==> src/rtl/core/assert_macros.svh <==
// Assertion macros for the RTL of the profiler.
`ifndef ASSERT_MACROS_SVH
`define ASSERT_MACROS_SVH

// Base form: a labeled concurrent assertion on the rising clock edge, off during reset.
`define ASSERT_PROP(lbl, clk, rst, prop) \
   lbl: assert property (@(posedge clk) disable iff (rst) (prop)) \
      else $error("%m: assertion failed");

// Same-cycle implication.
`define ASSERT_IMPLIES(lbl, clk, rst, ante, cons) \
   `ASSERT_PROP(lbl, clk, rst, (ante) |-> (cons))

// Next-cycle implication.
`define ASSERT_NEXT(lbl, clk, rst, ante, cons) \
   `ASSERT_PROP(lbl, clk, rst, (ante) |=> (cons))

`endif

==> src/rtl/core/ilp_ram.sv <==
// Generic simple dual-port RAM with one write port and one registered read port.
module ilp_ram #(
   parameter int WIDTH = 64,
   parameter int DEPTH = 64
) (
   input  logic                     clock,
   input  logic                     wr_en,
   input  logic [$clog2(DEPTH)-1:0] wr_addr,
   input  logic [WIDTH-1:0]         wr_data,
   input  logic                     rd_en,
   input  logic [$clog2(DEPTH)-1:0] rd_addr,
   output logic [WIDTH-1:0]         rd_data
);

   logic [WIDTH-1:0] mem_ff [DEPTH];
   logic [WIDTH-1:0] rd_data_ff;

   // Write port.
   always_ff @(posedge clock) begin
      if (wr_en) begin
         mem_ff[wr_addr] <= wr_data;
      end
   end

   // Read port; the data holds until the next read.
   always_ff @(posedge clock) begin
      if (rd_en) begin
         rd_data_ff <= mem_ff[rd_addr];
      end
   end

   assign rd_data = rd_data_ff;

endmodule

==> config.mk <==
export PLATFORM = sky130hd
export DESIGN_NAME = ilp_ram
export DESIGN_NICKNAME = d
export VERILOG_FILES = /design/src/rtl/core/assert_macros.svh /design/src/rtl/core/ilp_ram.sv
export SDC_FILE = /design/constraint.sdc
export NUM_CORES = 2
export LEC_CHECK = 0
export BUFFER_PORTS_ARGS = -buffer_cell sky130_fd_sc_hd__clkbuf_2
export CORE_MARGIN = 8
export CORE_UTILIZATION = 52
export DETAILED_ROUTE_END_ITERATION = 8
export PLACE_DENSITY = 0.65
export RECOVER_POWER = 100
export SLEW_MARGIN = 20
export SYNTH_ARGS = -nofsm -noshare
export SYNTH_HDL_FRONTEND = slang
export SYNTH_SLANG_ARGS = --single-unit
==> constraint.sdc <==
create_clock -name clock -period 6.8 [get_ports clock]
set_input_delay 0.34 -clock clock [delete_from_list [all_inputs] [get_ports clock]]
set_output_delay 0.34 -clock clock [all_outputs]
set_load 0.02 [all_outputs]
[After elaboration in Yosys (flattened, before gate mapping)]
Memory sizes are Yosys's and may differ from the RTL's. A register that Yosys moved wholly into a read port is not among the register bits.
Index checks and enable logic that the tools add are counted.
Cells by class
  multiplexer cells: 2
Operators by type and width (count)
  1-bit two-way mux: 2
Word-level totals
  bits in registers: 0
  bits in writable memories: 4096
  input bits: 79
  output and inout bits: 64
  word-level logic and storage cells: 3
  memories: 1
Memories
  mem_ff: words 64, width 64, read ports 1, clocked after memory_dff 1, write ports 1, RTL line ilp_ram.sv:15  | logic [WIDTH-1:0] mem_ff [DEPTH];

[Logic depth before layout (Yosys ltp)]
  word-level depth: 2
  depth in mapped cells: 9
  mapped depth without buffers: 5

[Worst setup path after synthesis]
OpenSTA, ideal clock, no wires.
  path type: input port to flip-flop
  from: in wr_addr[3]
  to: mem mem_ff[48][0] (enable)
  setup time: 564 ps
  arrival: 5212 ps
  setup slack: 1024 ps
  stages: 4
  cells stage by stage: clkbuf_1 nor2b_1 nand4b_1 nor3_1
RTL lines
  start, declared: RTL line ilp_ram.sv:8  | input logic [$clog2(DEPTH)-1:0] wr_addr,
  end, declared: RTL line ilp_ram.sv:15
No word-level cell before the write port.

[Final worst setup path]
  from: in wr_addr[1]
  to: mem mem_ff[63][60] (enable)
No word-level cell before the write port.

==> qor.txt <==
Int Pwr: 41.9 mW
DIE WIDTH: 565 microns
Fin util: 58.6%
Top cells by area, synth: edfxtp_1 (80%), mux4_2 (15%), mux2i_1 (0.86%)
Final WS setup: 1.87 ns
Worst r2r path cells: 5
HP Class: input pin to register
IO buf count: 142
Largest net degree at the start of global routing: 122
Slew Limit Headroom: -211%
I/O pin count: 143
CTS sink cnt: 4160
Net Sw Frac: 21.2%
Sequential power share: 53.8%
Yosys top cell area share: 79.6%
Die height: 565 microns
H-tree Lvls: 5
Setup TNS: 0 ns
Fmax achieved: 203 MHz
Starting Density: 52.3%
RR Startpoint: mem_ff[60][56]
R2R setup slack: 4.59 ns
Worst slew pin tran: 4.67 ns
Total chip power: 53.2 mW
Mapped Area: 157000 sq um
1st-pass router iterations: 6
RR Endpoint: rd_data[56]
First-pass GRT wire length: 596000 microns
CTS tree: built
Switch Pwr: 11.3 mW
DRT Wirelength: 428000 microns
Nets@finish: 7095
Critical path class: input pin to register
Tmin final: 4.93 ns
PD cells: 303 nW/um^2
Gr usage total: 26.6%
Cell with the most instances after synthesis: edfxtp_1
Vias in the first global route: 75900
Prevailing post-synth register cell: edfxtp_1
Vias: 75900
Async S/R FF share, synth: 0%
Status: complete, but fails checks
Max-slew violation count: 7619
Final Cycle Share: 72.4%
Yosys warnings: 0
Initial DRC Count: 10900
CORE AREA: 300000 sq um
Vias per cell: 6.70
Row cnt: 201
Final clock skew: 0.0480 ns
Final ANT Viol Nets: 0
Setup crit start kind: input pin
Clock network power share: 41.7%
Mapped Cells: 6598
Pleak: 54.1 nW
Mapped Avg Cell Area: 23.8 sq um
FF+latch count, synth: 4160
Top cells by count, synth: edfxtp_1 (4160), mux4_2 (1024), buf_2 (170)
Final setup viols: 0
Placer's final routability congestion estimate: 0.784
Worst Path Arrival: 5.44 ns
Peak VDD IR: 284 uV
DP HPWL: 224000 microns
Register area share after synthesis: 79.6%
Final Hold Viols: 0
Layout cells sized above 1: 24.3%
Hold path depth: 3
Area Growth Syn to Fin: 12.0%
Worst setup EP type: register
Violated checks: capacitance limit, slew limit
Number of flops mapped to enable cells by yosys: 4160
Placed cell area: 163000 sq um
Syn_nets: 6677
Hold endpoint: mem_ff[52][16]
Share of power burned in combinational logic: 4.5%
Crit. Startpoint: wr_addr[1]
# DRC: 0
Clk root buf: clkbuf_16
Reg clk slew, reported paths: 0.06 ns
Cts bufs inserted: 404
Latest clock arrival within the worst-skew pair: 0.96 ns
Overflow after GRT: 0
Initial antenna violation count: 34
Worst Path Max Fanout: 23
Wirelength per Cell: 37.8 microns
Unrepaired setup endpoints after global routing: no
Setup Fix Bufs, Post-CTS: 0
DP Worst Slack: 2.86 ns
Hold Startpoint: wr_addr[2]
WP data required: 7.31 ns
Max capacitance violation total: 189
Max clock buf depth: 4
Unique masters post-synth: 32
Design area: 176000 sq um
Die area: 320000 sq um
Leading area contributor after synthesis: edfxtp_1
[cell type report]
| type | count | area, sq um |
|---|---|---|
| Antenna cell | 13 | 32.5 |
| Clock buffer | 489 | 10500 |
| Clock inverter | 257 | 2580 |
| Fill cell | 21000 | 124000 |
| Inverter | 19 | 71.3 |
| Multi-Input combinational cell | 2049 | 30500 |
| Sequential cell | 4160 | 125000 |
| Tap cell | 3958 | 4950 |
| Timing Repair Buffer | 382 | 2240 |
[cell usage in the layout (no fill, tap or decap), types with 3 or more instances in the layout]
cell / n
nand3_1: 45
mux4_2: 1024
clkinvlp_4: 15
diode_2: 13
or2_2: 28
buf_4: 72
a31oi_1: 18
and3_1: 64
inv_6: 4
clkbuf_2: 25
buf_6: 3
bufinv_16: 39
o221ai_1: 38
clkinv_2: 84
nor2b_1: 24
o22ai_1: 83
inv_16: 3
clkinv_8: 9
a22o_1: 88
nor2b_4: 3
mux2i_1: 135
or3_1: 29
clkbuf_1: 321
nand2b_1: 9
buf_12: 21
nor2_1: 87
a41oi_1: 26
a211oi_1: 63
dlygate4sd3_1: 19
edfxtp_1: 4160
inv_1: 19
clkinv_16: 9
nor2_4: 25
clkinv_1: 92
clkbuf_16: 408
nand2_1: 55
a22oi_1: 168
a2bb2oi_1: 19
[flip-flops by register name, indices dropped and copies added (netlist names)]
register and cells:
mem_ff 4096, rd_data 64
[worst max-delay path by stage]
stage                      to  slack (ns)  cells after the start
5_1_grt        mem_ff[63][60]        1.86                      4
3_3_place_gp      rd_data[14]        2.82                      8
3_5_place_dp      rd_data[14]        2.86                      8
2_1_floorplan   mem_ff[48][0]        1.02                      4
4_1_cts           rd_data[14]        3.88                      8
6_report       mem_ff[63][60]        1.87                      4
[cells by family (layout without fill, tap and decap cells)]
kind of cell | after synthesis | after routing | synth area share (%)
AOI/OAI and AO/OA | 504 | 504 | 2.47
other | 0 | 13 | 0
DFF | 4160 | 4160 | 79.6
and+or+nand+nor | 386 | 386 | 1.23
buffers and inverters | 389 | 1147 | 1.18
muxes | 1159 | 1159 | 15.6
[power by group through the flow]
stage | clock network [mW] | logic (mW) | registers (mW)
5_1_grt | 23.3 | 2.52 | 28.6
3_5_place_dp | 0 | 2.42 | 29.1
4_1_cts | 22.4 | 2.43 | 28.6
3_3_place_gp | 0 | 2.38 | 29.1
2_1_floorplan | 0 | 1.32 | 29.1
6_report | 22.2 | 2.40 | 28.6
[timing repair]
item	CTS	global route
endpoints found under the hold margin	45	679
hold buffers	5	14
resized for setup	0	0
[worst max-delay path: stages]
cell and delay (ns):
clkbuf_1 0.32, nand4_1 0.45, nor2_1 2.32, clkbuf_1 1.95
[metal layers]
metal  vias to the layer above  wire (microns)  global-route usage [%]  share of wire [%]
met1                     41200          161000                    37.0                 38
met4                        12           14400                    8.23                3.4
li1                      29400               -                       -                  -
met3                       707           42400                    4.74                9.9
met2                      4486          209000                    43.7                 49
met5                         -              78                       0              0.018
[metrics by stage]
stage / hold WS (ns) / std cells
after CTS: 0.00139 / 11300
after global routing: 0.112 / 11300
after global placement: 0.858 / 10500
final: 0.0622 / 11300
after floorplan: 0.439 / 6598
after detailed placement: 0.846 / 10500
No activity file was read; power rests on OpenSTA's default activity.
